`src/rtl/thw_pkg.sv`:
```
// ----------------------------------------------------------------------------
// thw_pkg
// Shared constants, types and helpers for the tar header walker.
// ----------------------------------------------------------------------------
package thw_pkg;

  // Block geometry
  localparam int unsigned BLOCK_BYTES = 512;
  localparam int unsigned OFS_W       = $clog2(BLOCK_BYTES);
  localparam int unsigned BLK_W       = 32;
  localparam int unsigned SIZE_W      = 36;
  localparam int unsigned SKIP_W      = SIZE_W + 1 - OFS_W;
  localparam int unsigned KIND_W      = 3;

  // Header field offsets
  localparam logic [OFS_W-1:0] SIZE_AT   = OFS_W'(124);
  localparam logic [OFS_W-1:0] SIZE_END  = OFS_W'(124 + 12);
  localparam logic [OFS_W-1:0] TYPE_AT   = OFS_W'(156);
  localparam logic [OFS_W-1:0] MAGIC_AT  = OFS_W'(257);
  localparam logic [OFS_W-1:0] MAGIC_END = OFS_W'(257 + 5);
  localparam logic [OFS_W-1:0] LAST_OFS  = OFS_W'(BLOCK_BYTES - 1);

  // Entry kind codes
  localparam logic [KIND_W-1:0] KIND_INVALID = 3'd7;

  // ASCII digit range
  localparam logic [7:0] CHAR_0 = 8'h30;
  localparam logic [7:0] CHAR_6 = 8'h36;
  localparam logic [7:0] CHAR_7 = 8'h37;

  // One result item
  typedef struct packed {
    logic [BLK_W-1:0]  header_block;
    logic [BLK_W-1:0]  data_start_block;
    logic [SIZE_W-1:0] entry_size;
    logic [KIND_W-1:0] entry_kind;
    logic              end_of_archive;
  } thw_result_t;

  // Expected magic character at position idx of "ustar"
  function automatic logic [7:0] magic_char(input logic [2:0] idx);
    logic [7:0] c;
    case (idx)
      3'd0:    c = 8'h75; // u
      3'd1:    c = 8'h73; // s
      3'd2:    c = 8'h74; // t
      3'd3:    c = 8'h61; // a
      3'd4:    c = 8'h72; // r
      default: c = 8'h00;
    endcase
    return c;
  endfunction

endpackage

```
`src/rtl/thw_parser.sv`:
```
// ----------------------------------------------------------------------------
// thw_parser
// Per-byte walk state: block position, skip count, size/type/magic parse,
// and the result produced on the byte that ends a header or that starts a header past the archive end.
// ----------------------------------------------------------------------------
module thw_parser (
  input  logic                       clk,
  input  logic                       rst_n,
  input  logic                       step,
  input  logic [7:0]                 data_byte,
  input  logic [thw_pkg::BLK_W-1:0]  archive_blocks,
  output logic                       emit,
  output thw_pkg::thw_result_t       result
);
  import thw_pkg::*;

  logic [OFS_W-1:0]  offset_r,  offset_nxt;
  logic [BLK_W-1:0]  block_r,   block_nxt;
  logic [SKIP_W-1:0] skip_r,    skip_nxt;
  logic [SIZE_W-1:0] acc_r,     acc_nxt;
  logic              octal_done_r, octal_done_nxt;
  logic              magic_ok_r,   magic_ok_nxt;
  logic [KIND_W-1:0] kind_r,    kind_nxt;
  logic              stopped_r, stopped_nxt;

  logic              last;
  logic [2:0]        magic_pos;
  logic [SKIP_W-1:0] size_round;
  logic [BLK_W-1:0]  block_inc;

  assign last       = (offset_r == LAST_OFS);
  assign magic_pos  = 3'(offset_r - MAGIC_AT);
  assign size_round = SKIP_W'(({1'b0, acc_r} + (SIZE_W+1)'(BLOCK_BYTES - 1)) >> OFS_W);
  assign block_inc  = block_r + BLK_W'(1);

  // Next state and result for the byte in the input register
  always_comb begin
    offset_nxt     = offset_r;
    block_nxt      = block_r;
    skip_nxt       = skip_r;
    acc_nxt        = acc_r;
    octal_done_nxt = octal_done_r;
    magic_ok_nxt   = magic_ok_r;
    kind_nxt       = kind_r;
    stopped_nxt    = stopped_r;
    emit           = 1'b0;

    // default result is the end marker
    result.header_block     = block_r;
    result.data_start_block = '0;
    result.entry_size       = '0;
    result.entry_kind       = KIND_INVALID;
    result.end_of_archive   = 1'b1;

    if (step && !stopped_r) begin
      if (skip_r != '0) begin
        // passing over data blocks
        if (last) begin
          skip_nxt  = skip_r - SKIP_W'(1);
          offset_nxt = '0;
          block_nxt  = block_inc;
        end else begin
          offset_nxt = offset_r + OFS_W'(1);
        end
      end else if (offset_r == '0 && block_r >= archive_blocks) begin
        // header past the archive end
        emit        = 1'b1;
        stopped_nxt = 1'b1;
      end else begin
        // octal size field
        if (offset_r >= SIZE_AT && offset_r < SIZE_END && !octal_done_r) begin
          if (data_byte >= CHAR_0 && data_byte <= CHAR_7) begin
            acc_nxt = {acc_r[SIZE_W-4:0], data_byte[2:0]};
          end else begin
            octal_done_nxt = 1'b1;
          end
        end
        // type byte
        if (offset_r == TYPE_AT) begin
          if (data_byte >= CHAR_0 && data_byte <= CHAR_6) begin
            kind_nxt = data_byte[KIND_W-1:0];
          end else begin
            kind_nxt = KIND_INVALID;
          end
        end
        // magic compare
        if (offset_r >= MAGIC_AT && offset_r < MAGIC_END) begin
          if (data_byte != magic_char(magic_pos)) begin
            magic_ok_nxt = 1'b0;
          end
        end
        if (last) begin
          emit = 1'b1;
          if (!magic_ok_r) begin
            stopped_nxt = 1'b1;
          end else begin
            result.data_start_block = block_inc;
            result.entry_size       = acc_r;
            result.entry_kind       = kind_r;
            result.end_of_archive   = 1'b0;
            skip_nxt       = size_round;
            acc_nxt        = '0;
            octal_done_nxt = 1'b0;
            magic_ok_nxt   = 1'b1;
            kind_nxt       = KIND_INVALID;
            offset_nxt     = '0;
            block_nxt      = block_inc;
          end
        end else begin
          offset_nxt = offset_r + OFS_W'(1);
        end
      end
    end
  end

  // State registers
  always_ff @(posedge clk) begin
    if (!rst_n) begin
      offset_r     <= '0;
      block_r      <= '0;
      skip_r       <= '0;
      acc_r        <= '0;
      octal_done_r <= 1'b0;
      magic_ok_r   <= 1'b1;
      kind_r       <= KIND_INVALID;
      stopped_r    <= 1'b0;
    end else begin
      offset_r     <= offset_nxt;
      block_r      <= block_nxt;
      skip_r       <= skip_nxt;
      acc_r        <= acc_nxt;
      octal_done_r <= octal_done_nxt;
      magic_ok_r   <= magic_ok_nxt;
      kind_r       <= kind_nxt;
      stopped_r    <= stopped_nxt;
    end
  end

  // A stopped walk stays stopped until reset
  a_stop_sticky: assert property (@(posedge clk) disable iff (!rst_n)
    stopped_r |=> stopped_r)
    else $error("walk restarted without reset");

  // Nothing is reported while data blocks are skipped
  a_skip_quiet: assert property (@(posedge clk) disable iff (!rst_n)
    (skip_r != '0) |-> !emit)
    else $error("result during data skip");

  // An entry result only comes from the final byte of a header
  a_entry_last: assert property (@(posedge clk) disable iff (!rst_n)
    (emit && !result.end_of_archive) |-> (offset_r == LAST_OFS && magic_ok_r))
    else $error("entry result off the header end");

endmodule

```
`src/rtl/thw_out_reg.sv`:
```
// ----------------------------------------------------------------------------
// thw_out_reg
// Result register: holds one result until the downstream side takes it.
// ----------------------------------------------------------------------------
module thw_out_reg (
  input  logic                         clk,
  input  logic                         rst_n,
  input  logic                         load,
  input  thw_pkg::thw_result_t         result,
  input  logic                         out_stall,
  output logic                         free,
  output logic                         out_valid,
  output logic [thw_pkg::BLK_W-1:0]    out_header_block,
  output logic [thw_pkg::BLK_W-1:0]    out_data_start_block,
  output logic [thw_pkg::SIZE_W-1:0]   out_entry_size,
  output logic [thw_pkg::KIND_W-1:0]   out_entry_kind,
  output logic                         out_end_of_archive
);
  import thw_pkg::*;

  logic        valid_r, valid_nxt;
  thw_result_t data_r;

  // Register is free when empty or being drained this cycle
  assign free = !valid_r || !out_stall;

  always_comb begin
    if (load) begin
      valid_nxt = 1'b1;
    end else if (!out_stall) begin
      valid_nxt = 1'b0;
    end else begin
      valid_nxt = valid_r;
    end
  end

  always_ff @(posedge clk) begin
    if (!rst_n) begin
      valid_r <= 1'b0;
    end else begin
      valid_r <= valid_nxt;
    end
  end

  // Payload, no reset
  always_ff @(posedge clk) begin
    if (load) begin
      data_r <= result;
    end
  end

  assign out_valid            = valid_r;
  assign out_header_block     = data_r.header_block;
  assign out_data_start_block = data_r.data_start_block;
  assign out_entry_size       = data_r.entry_size;
  assign out_entry_kind       = data_r.entry_kind;
  assign out_end_of_archive   = data_r.end_of_archive;

  // A held result is never overwritten
  a_no_overwrite: assert property (@(posedge clk) disable iff (!rst_n)
    (valid_r && out_stall) |-> !load)
    else $error("result overwritten while stalled");

endmodule

```
`src/rtl/tar_header_walker_top.sv`:
```
// ----------------------------------------------------------------------------
// tar_header_walker_top
// Walks a tar archive byte by byte, reporting each ustar header and the end.
//
//   channel  direction  handshake          payload
//   in_      in         in_valid/in_stall  in_data_byte
//   out_     out        out_valid/out_stall header, data start, size, kind, end
//   cfg_     in         cfg_valid/ready    cfg_archive_blocks
//
// One byte per cycle sustained unless a stalled result holds the input register;
// a result is loaded into the result register from the byte in the input register.
// The input register and the result register bound the timing; per-byte
// work is one state update between them.
// Reset is synchronous, active low; cfg_ready is always high.
// A stalled result holds the input register, which then stalls in_.
// ----------------------------------------------------------------------------
module tar_header_walker_top (
  input  logic                        clk,
  input  logic                        rst_n,
  input  logic                        in_valid,
  output logic                        in_stall,
  input  logic [7:0]                  in_data_byte,
  output logic                        out_valid,
  input  logic                        out_stall,
  output logic [thw_pkg::BLK_W-1:0]   out_header_block,
  output logic [thw_pkg::BLK_W-1:0]   out_data_start_block,
  output logic [thw_pkg::SIZE_W-1:0]  out_entry_size,
  output logic [thw_pkg::KIND_W-1:0]  out_entry_kind,
  output logic                        out_end_of_archive,
  input  logic                        cfg_valid,
  output logic                        cfg_ready,
  input  logic [thw_pkg::BLK_W-1:0]   cfg_archive_blocks
);
  import thw_pkg::*;

  logic              s1_valid_r, s1_valid_nxt;
  logic [7:0]        s1_byte_r;
  logic [BLK_W-1:0]  arch_blocks_r;
  logic              go;
  logic              step;
  logic              in_xfer;
  logic              free;
  logic              emit;
  thw_result_t       result;

  // Config register
  assign cfg_ready = 1'b1;

  always_ff @(posedge clk) begin
    if (!rst_n) begin
      arch_blocks_r <= '0;
    end else if (cfg_valid && cfg_ready) begin
      arch_blocks_r <= cfg_archive_blocks;
    end
  end

  // Input register
  assign go       = free;
  assign step     = s1_valid_r && go;
  assign in_stall = s1_valid_r && !go;
  assign in_xfer  = in_valid && !in_stall;

  always_comb begin
    if (in_xfer) begin
      s1_valid_nxt = 1'b1;
    end else if (go) begin
      s1_valid_nxt = 1'b0;
    end else begin
      s1_valid_nxt = s1_valid_r;
    end
  end

  always_ff @(posedge clk) begin
    if (!rst_n) begin
      s1_valid_r <= 1'b0;
    end else begin
      s1_valid_r <= s1_valid_nxt;
    end
  end

  always_ff @(posedge clk) begin
    if (in_xfer) begin
      s1_byte_r <= in_data_byte;
    end
  end

  // Walk state and parse
  thw_parser u_parser (
    .clk            (clk),
    .rst_n          (rst_n),
    .step           (step),
    .data_byte      (s1_byte_r),
    .archive_blocks (arch_blocks_r),
    .emit           (emit),
    .result         (result)
  );

  // Result register
  thw_out_reg u_out (
    .clk                  (clk),
    .rst_n                (rst_n),
    .load                 (step && emit),
    .result               (result),
    .out_stall            (out_stall),
    .free                 (free),
    .out_valid            (out_valid),
    .out_header_block     (out_header_block),
    .out_data_start_block (out_data_start_block),
    .out_entry_size       (out_entry_size),
    .out_entry_kind       (out_entry_kind),
    .out_end_of_archive   (out_end_of_archive)
  );

  // A blocked byte stays in the input register
  a_s1_hold: assert property (@(posedge clk) disable iff (!rst_n)
    (s1_valid_r && !go) |=> (s1_valid_r && $stable(s1_byte_r)))
    else $error("blocked byte lost");

endmodule

```
`config.mk`:
```
export PLATFORM = sky130hd
export DESIGN_NAME = tar_header_walker_top
export DESIGN_NICKNAME = d
export VERILOG_FILES = /design/src/rtl/thw_pkg.sv /design/src/rtl/thw_parser.sv /design/src/rtl/thw_out_reg.sv /design/src/rtl/tar_header_walker_top.sv
export SDC_FILE = /design/constraint.sdc
export NUM_CORES = 1
export LEC_CHECK = 0
export BUFFER_PORTS_ARGS = -buffer_cell sky130_fd_sc_hd__buf_2
export CAP_MARGIN = 20
export CORE_ASPECT_RATIO = 1.1
export CORE_MARGIN = 2
export CORE_UTILIZATION = 25
export CTS_CLUSTER_DIAMETER = 30
export CTS_CLUSTER_SIZE = 12
export DETAILED_ROUTE_END_ITERATION = 6
export SYNTH_ARGS = -nofsm -noshare
export SYNTH_HDL_FRONTEND = slang
export SYNTH_HIERARCHICAL = 1
export SYNTH_SLANG_ARGS = --single-unit
```
`constraint.sdc`:
```
create_clock -name clk -period 7.1 [get_ports clk]
set_clock_uncertainty 0.15 [all_clocks]
set_input_delay 2.13 -clock clk [delete_from_list [all_inputs] [get_ports clk]]
set_output_delay 2.13 -clock clk [all_outputs]
set_load 0.02 [all_outputs]
```
### After elaboration in Yosys (flattened, before gate mapping)

Cells that the tools add are included.

* bits in registers: 257
* output and inout port bits: 107
* word-level logic and storage cells: 124

* add/subtract/negate cells: 5
* order comparisons: 8
* eq/ne operators: 11
* muxes and demuxes: 48
* bitwise logic cells: 5
* reduce and logical (&&, ||, !) cells: 30

Operators by type and width (count)
* 32-bit two-way mux: 5
* 36-bit two-way mux: 4
* 28-bit two-way mux: 5
* 9-bit two-way mux: 5
* 36-bit by 9-bit adder with 37-bit output (second input constant): 1
* 7-bit one-hot mux with 5 select lines: 1
* 32-bit by 1-bit adder with 32-bit output (second input constant): 1
* 32-bit >= comparator: 1
* 8-bit two-way mux: 4
* 28-bit nonzero test: 1
* 28-bit by 1-bit subtractor with 28-bit output (second input constant): 1
* 1-bit two-way mux: 20
* 8-bit by 6-bit less-or-equal comparator with 1-bit output (second input constant): 2
* 3-bit two-way mux: 4
* 1-bit logical AND: 11
* 9-bit by 1-bit adder with 9-bit output (second input constant): 1
* 9-bit by 8-bit == test with 1-bit output (second input constant): 1
* 9-bit == test (second input constant): 1
* 9-bit by 7-bit >= comparator with 1-bit output (second input constant): 1
* 9-bit >= comparator (second input constant): 1
* 9-bit zero test: 1
* 9-bit by 8-bit < comparator with 1-bit output (second input constant): 1
* 9-bit < comparator (second input constant): 1
* 8-bit by 6-bit >= comparator with 1-bit output (second input constant): 1
* other kinds (17): 32

### Longest topological paths before layout

Gate-level depths: netlist of the first run.

* depth in word-level cells: 12
* depth in mapped cells: 13
* depth with buffers taken out: 11

### Hierarchy

Netlist of the first run, hierarchy kept.

Modules (own cells, without submodules)
* thw_parser: instances 1, cells each 1055, area each 7803.7 um2, sequential area each 2222.1 um2
* thw_out_reg: instances 1, cells each 108, area each 3158.0 um2, sequential area each 3143.0 um2
* tar_header_walker_top: instances 1, cells each 119, area each 1547.7 um2, sequential area each 900.9 um2

### Worst setup path after synthesis of the first run

No wires, ideal clock.

* path kind: input -> register
* start: in out_stall
* end: reg u_out.data_r, in the netlist u_out/out_data_start_block[0], enable pin
* arrival time: 5396 ps
* data required time: 6474 ps
* path slack: 1078 ps
* stages: 7
* path buffers: 1
* path through: nand2_1 -> and2_1 -> nand2b_1 -> clkbuf_1 -> nor2_1 -> o21a_1 -> and3_1

* longest elaborated chain between the ends: 6

RTL lines
* from (decl): line tar_header_walker_top.sv:24 `input logic out_stall,`
* 1-bit zero test: line thw_out_reg.sv:25 `assign free = !valid_r || !out_stall;`
* 1-bit logical OR: line thw_out_reg.sv:25
* 1-bit logical AND: line tar_header_walker_top.sv:59 `assign step = s1_valid_r && go;`
* named net step: line tar_header_walker_top.sv:40 `logic step;`
* 1-bit logical AND: line thw_parser.sv:55 `if (step && !stopped_r) begin`
* 1-bit two-way mux: line thw_parser.sv:55
* named net emit: line tar_header_walker_top.sv:43 `logic emit;`
* 1-bit logical AND: line tar_header_walker_top.sv:102 `.load (step && emit),`
* to (signal assigned): line thw_out_reg.sv:48 `data_r <= result;`
* to (decl): line thw_out_reg.sv:22 `thw_result_t data_r;`

The timed path passes the listed nets, and every way through them passes these cells.
A chain may end at the register's enable or synchronous reset.

### Worst setup path after layout of the first run

* start: in out_stall
* end: out in_stall

* longest elaborated chain between the ends: 4

RTL lines
* 1-bit zero test: line thw_out_reg.sv:25
* 1-bit logical OR: line thw_out_reg.sv:25
* named net free: line tar_header_walker_top.sv:42 `logic free;`
* 1-bit zero test: line tar_header_walker_top.sv:60 `assign in_stall = s1_valid_r && !go;`
* 1-bit logical AND: line tar_header_walker_top.sv:60
* to (decl): line tar_header_walker_top.sv:21 `output logic in_stall,`

The timed path passes the listed nets, and every way through them passes these cells.

==> key figures, run 1 <==
Drt
  – Vias: 10.17k
  – Via/cell ratio: about 4.7
  – Pre-antenna DRT Iters: 5
  – Final ANT Viol Nets: 0
  – Iter 0 DRT Violations: 632
  – Routed WL: about 35,000 um
  – WL/cell: between 15 and 20 um
  – # DRC: 0

CTS
  – TritonCTS clock tree: yes
  – TritonCTS Buffers: 70
  – CTS root buf: clkbuf_16
  – Clk buf depth: 3
  – Post_cts resized: 0
  – Clk_lat worst skew: about 0.57 ns
  – Sink Count: 257
  – Hold_buf cts: 0
  – CTS H-Tree Depth: 3
  – Postcts setup bufs: 0
  – Clk slew on worst S/H paths: 0.04 ns

Run status
  – Outcome: finished, final reports clean

Worst setup path
  – Most common cell on crit path: buf_2
  – Endpoint type of the worst setup path: output pin
  – Worst EP arrival: ~2.8 ns
  – CP startpoint kind: primary input
  – Slowest stage cell, crit path: nor2b_1
  – Worst path cell trace: buf_2 > nand2_1 > nor2b_1 > buf_2
  – Peak fanout along the critical path: 3
  – R2R depth: 8
  – RR Startpoint: u_parser/offset_r[3]
  – Worst endpoint required time: approximately 4.8 ns
  – Worst path max stage delay: ~0.27 ns
  – Delay-heaviest family, CP: simple AND/OR/NAND/NOR gates
  – Bufs and invs on worst path: 2
  – Worst setup path category: primary input to output pin
  – Worst r2r dst: u_out/out_entry_size[24]
  – R2r setup slk: 2.28 ns

Min path
  – Hold endpoint: u_parser/skip_r[18]
  – Hold path depth: 2
  – Beginning of the worst hold path: u_parser/skip_r[18]
  – Worst hold path class: flop to flop

Synth
  – Synth Area in Compound Gates: 11.48%
  – Distinct cells, synth: 65
  – Seq cells post-synth: 257
  – Synth Area in XOR/XNOR: 4.481%
  – Syn. warnings: 6
  – Largest family of logic cells by synthesized area: simple AND/OR/NAND/NOR gates
  – Mux cell area share after synthesis: 3.281%
  – Simple-gate share of the synthesized area: 21.96%
  – Post-synthesis sequential area ratio: ~50%
  – Syn Area/Cell: 9.758 um2
  – Post-synth ARST share: 0%
  – Number of synthesized flops with an enable pin: 112
  – Synthesized Nets: about 1.4k
  – Synth Flop Type: dfxtp_1
  – Synth Instances: 1,282
  – Post-Synth Adder-Cell Area: 4.401%
  – Synthesized area: ~0.013 mm2

Floorplanning
  – IO Count: 152
  – Area of the core: 0.04924 mm2
  – Die Ht: 238.6 um
  – Placement row count: 85
  – Starting Density: between 20% and 30%
  – Chip Width: 217.3 um
  – Die area: 0.05185 mm2

Cells and area
  – Share of cells above drive strength 1: about a fifth
  – Non-filler cells, final: 2,153
  – Most frequent cells in the layout: 150 x buf_2, 145 x dfxtp_1, 131 x nand2_1
  – Filler cell count: 4,960
  – Area Growth Syn to Fin: 31.16%
  – Ant diodes: 0
  – Final Net Count: 1,534
  – Leading cell type in the layout, fill and taps excluded: buf_2

STA
  – F_max: approximately 0.20 GHz
  – Max Slew Vio Count: 0
  – Slew @ Worst Pin: 1.058 ns
  – Relative slew slack: 28.57%
  – Final setup TNS: 0 ns
  – RSZ-0062 raised after global routing: false
  – Fin crit share: slightly above 70%
  – Final Critical Period: 5.081 ns
  – Hold Vio Cnt, Final: 0
  – Final setup viols: 0

GRT
  – GRT overflow: 0
  – Global-route wire length before repair: 54,820 um
  – Global router's overall resource usage: a little over an eighth
  – Initial antenna violation count: 0
  – Vias in the first global route: 10.17k
  – Largest net degree at the start of global routing: 57

Placement
  – RePlAce Congestion: 0.8555
  – Cells after DPL: 2,024
  – IO buf count: 150
  – DPL Wire Length: 23,470 um

Pwr
  – PD cells: between 300 and 400 mW/mm2
  – Leak pwr: 6.573 nW
  – Max IR drop VDD: 0.1554 mV

Job
  – Max-capacitance violation count: 0
## state kept, by name, indices dropped and copies added (netlist names)
| signal | cells |
|---|---|
| arch_blocks_r | 32 |
| s1_byte_r | 8 |
| s1_valid_r | 1 |
| u_out/out_data_start_block | 32 |
| u_out/out_end_of_archive | 1 |
| u_out/out_entry_kind | 3 |
| u_out/out_entry_size | 36 |
| u_out/out_header_block | 32 |
| u_out/out_valid | 1 |
| u_parser/acc_r | 36 |
| u_parser/block_r | 32 |
| u_parser/kind_r | 3 |
| u_parser/magic_ok_r | 1 |
| u_parser/octal_done_r | 1 |
| u_parser/offset_r | 9 |
| u_parser/skip_r | 28 |
| u_parser/stopped_r | 1 |
## worst min-delay path, cell delays in order (launching register included)
cell and delay [ns]:
dfxtp_1 0.30, o41ai_1 0.05, a21oi_1 0.05
## final cells by class
cell class	instances	area [um2]	share of cell area (%)
sequential	257	6266	38.19
multi-input combinational	904	5741	34.99
clock buffer	102	2066	12.59
timing repair buffer	163	868.3	5.292
tap	652	815.8	4.972
clock inverter	26	466.7	2.845
inverter	49	183.9	1.121
## synthesized netlist by cell type, drive strengths merged, types with 32 or more instances
cell / instances / area share (%)
nor2: 96 / 2.9
o21ai: 32 / 1.3
nand3: 64 / 2.6
nand2: 132 / 4.0
inv: 48 / 1.4
xor2: 34 / 2.4
edfxtp: 112 / 27
mux2i: 41 / 3.3
nor2b: 38 / 1.9
and2: 36 / 1.8
dfxtp: 145 / 23
clkbuf: 51 / 1.5
a21oi: 93 / 3.7
ha: 44 / 4.4
## metal layers
layer | GRT usage, % | wire [um] | vias up
met5 | 0 | 0 | -
met4 | 5.749 | 905 | 0
met3 | 3.702 | 2257 | 73
met2 | 22.74 | 17020 | 279
met1 | 15.50 | 14530 | 4832
li1 | - | - | 4988
## kinds of logic (layout without fill, tap and decap cells)
family,count (synthesis),count (layout)
buffers and inverters,121,340
and+or+nand+nor,527,527
other,1,1
DFF,257,257
adders and majority gates,44,44
AOI/OAI and AO/OA,227,227
xor gates and xnor gates,64,64
muxes,41,41
## worst max-delay path by stage
stage	cells past startpoint	end	slack, ns	start
4_1_cts	4	in_stall	1.95	out_stall
3_5_place_dp	9	u_parser/skip_r[14]	1.94	out_stall
6_report	4	in_stall	2.02	out_stall
3_3_place_gp	4	in_stall	1.95	out_stall
5_1_grt	4	in_stall	1.89	out_stall
2_1_floorplan	7	u_out/out_data_start_block[0]	1.08	out_stall
## metrics by stage
stage	worst slack [ns]	util [%]	area, um2	power [mW]	hold slack [ns]
6_report	2.019	33.32	16410	5.024	0.3031
3_5_place_dp	1.937	28.12	13850	1.695	0.3035
5_1_grt	1.885	33.32	16410	5.179	0.3421
2_1_floorplan	1.078	-	12510	1.661	0.2830
4_1_cts	1.949	33.26	16380	5.084	0.3078
3_3_place_gp	1.950	28.12	13850	1.692	0.2976
## power by group
part           total [mW]  switching, mW  internal, mW  leakage, nW
sequential           1.56         0.0109          1.55         2.46
clock                3.35          0.921          2.43         1.23
combinational       0.105         0.0619        0.0430         2.88
(Power assumes the default switching activity.)
==> inputs of run 2 (changes only) <==
- ABC_AREA: unset -> 1
- clock period: 7.1 -> 4.6 ns (I/O delays scaled with it)
==> run 2 against run 1 <==
Compared with the run above: wire length grew 33%; die area up 20%; clock power grew 24%; final area grew 12%; combinational power grew to 3.1 times the previous value; sequential power is 57% higher; area after synthesis is 20% higher; critical path type unchanged; largest power group unchanged.
==> key figures, run 2 <==
Synth
  – Distinct cells, synth: 46
  – Count leader, synth: nand2_1
  – Post-synthesis sequential area ratio: around two fifths
  – Synthesized area: 0.01501 mm2
  – Syn. warnings: 6
  – Synthesized Nets: roughly 2.2k
  – Post-synth ARST share: 0%
  – Area leader, netlist: edfxtp_1
  – Number of synthesized flops with an enable pin: 112
  – Area contributors post-synth: edfxtp_1 22%, dfxtp_1 19%, nand2_1 13%, nor2_1 9.4%, inv_1 6.2%
  – Syn Area/Cell: 7.088 um2
  – Most frequent cells after synthesis: 526 x nand2_1, 375 x nor2_1, 246 x inv_1, 145 x dfxtp_1, 136 x o21ai_0
  – Top-area cell type share of the netlist area: between 20 and 25%
  – Synth Instances: 2,117
  – Seq cells post-synth: 257
  – Synth Flop Type: dfxtp_1

GRT
  – GRT overflow: 0
  – Met1 Use GR: 18.61%
  – Met3 Use GR: 2.530%
  – Initial antenna violation count: 0
  – Largest net degree at the start of global routing: 77
  – Vias in the first global route: 13.07k
  – Global router's overall resource usage: 14.45%
  – GR peak layer: met2
  – Met2 Use GR: 24.36%
  – Global-route wire length before repair: 71,990 um

Floorplanning
  – Placement row count: 94
  – Die area: 0.06200 mm2
  – Chip Width: 237.6 um
  – Starting Density: about a quarter
  – IO Count: about 150
  – Die Ht: 261.0 um
  – Area of the core: 0.05963 mm2

STA
  – Final setup TNS: 0 ns
  – Relative slew slack: 34.17%
  – Slew @ Worst Pin: 0.9838 ns
  – Final setup viols: 0
  – Max Slew Vio Count: 0
  – Final Critical Period: 3.421 ns
  – F_max: 0.2923 GHz
  – RSZ-0062 raised after global routing: false
  – Worst hold slack: 0.3093 ns
  – Fin crit share: 74.38%
  – Hold Vio Cnt, Final: 0

Drt
  – Via/cell ratio: about 4.6
  – Pre-antenna DRT Iters: 5
  – # DRC: 0
  – Iter 0 DRT Violations: 1,025
  – Vias: 14.05k
  – Final ANT Viol Nets: 0
  – Routed WL: around 46,000 um
  – WL/cell: about 15 um

Worst setup path
  – CP startpoint kind: primary input
  – Delay-heaviest family, CP: buffers and inverters
  – Worst EP arrival: 1.89 ns
  – R2R depth: 12
  – Bufs and invs on worst path: 4
  – Worst setup path category: primary input to output pin
  – Slowest stage cell, crit path: buf_2
  – Worst endpoint required time: approximately 3.1 ns
  – R2r setup slk: 1.27 ns
  – Worst path cell trace: buf_2 > nand2_2 > inv_1 > nand2_1 > inv_1 > buf_2
  – Worst path max stage delay: 0.15 ns
  – Endpoint type of the worst setup path: output pin
  – Worst r2r dst: u_parser/skip_r[25]
  – RR Startpoint: u_parser/offset_r[2]
  – Peak fanout along the critical path: 3

Run status
  – Outcome: finished, final reports clean

CTS
  – Hold_buf cts: 0
  – Clk slew on worst S/H paths: 0.04 ns
  – Sink Count: 257
  – Post_cts resized: 0
  – TritonCTS clock tree: yes
  – CTS root buf: clkbuf_16
  – TritonCTS Buffers: 54
  – CTS H-Tree Depth: 2
  – Postcts setup bufs: 0
  – Clk_lat worst skew: 0.57 ns
  – Clk buf depth: 3

Cells and area
  – Most frequent cells in the layout: 526 x nand2_1, 373 x nor2_1, 246 x inv_1
  – Multi-input combinational cell area: 0.007204 mm2
  – Non-filler cells, final: ~3.1k
  – Register area: 0.006266 mm2
  – Share of cells above drive strength 1: between 10% and 20%
  – Leading cell type in the layout, fill and taps excluded: nand2_1
  – Filler cell count: 6,354
  – Post-Route Utilization: a little under a third
  – Area Growth Syn to Fin: 22.15%
  – Final Net Count: 2,335

Pwr
  – Total Power: 6.933 mW
  – PD cells: 378.3 mW/mm2
  – Max IR drop VDD: 0.2288 mV
  – Leak pwr: between 8 and 9 nW

Job
  – Max-capacitance violation count: 0

Placement
  – RePlAce Congestion: slightly below 0.9
  – Cells after DPL: 2,958
  – IO buf count: 150
  – DPL Wire Length: about 32,000 um

Min path
  – Beginning of the worst hold path: u_parser/stopped_r
  – Hold path depth: 2
  – Worst hold path class: flop to flop
  – Hold endpoint: u_parser/stopped_r
run 2: routing by layer:
metal  wire [um]  vias up
met1       20500     6488
li1            -     7116
met2       21790      364
met5           0        -
met4        1190        0
met3        2558       81
run 2: worst max-delay path by stage:
stage,from,to,slack (ns),cells past startpoint
3_3_place_gp,out_stall,u_out/out_entry_size[33],0.99,10
3_5_place_dp,out_stall,u_out/out_entry_size[33],0.98,10
6_report,out_stall,in_stall,1.18,6
5_1_grt,u_parser/offset_r[2],u_parser/skip_r[25],0.83,12
4_1_cts,out_stall,in_stall,1.16,6
2_1_floorplan,out_stall,u_out/out_data_start_block[0],0.37,8
run 2: kinds of logic after synthesis:
| kind of cell | share of synthesized area (%) |
|---|---|
| AND/OR/NAND/NOR | 32.30 |
| buffers and inverters | 10.40 |
| AO/OA/AOI/OAI | 9.164 |
| flip-flops | 41.76 |
| XOR/XNOR | 2.685 |
| adder cells (fa/ha/maj) | 3.669 |
| other | 0.02499 |
run 2: stage by stage:
step	area [um2]	setup slack, ns
floorplan	15010	0.3665
global placement	16360	0.9914
detailed placement	16360	0.9761
CTS	18330	1.164
global route	18330	0.8324
finish	18330	1.179
run 2: worst min-delay path: cells and delay by family, from the launching register on:
family          cells  cell delay (ns)
compound gates      1             0.06
buf+inv             1             0.06
flops               1             0.29
run 2: area by class of cell:
class	instances	share of cell area [%]
antenna	1	0.01365
clock buffer	60	8.076
clock inverter	42	2.669
inverter	271	5.550
multi-input combinational	1493	39.31
sequential	257	34.19
tap	768	5.243
timing repair buffer	169	4.956
run 2: report_power, final:
group	leakage, nW	internal (mW)	switching [mW]	total [mW]
clock	0.957	2.75	1.41	4.16
combinational	5.15	0.111	0.216	0.327
sequential	2.39	2.41	0.0374	2.45
total	8.50	5.27	1.66	6.93
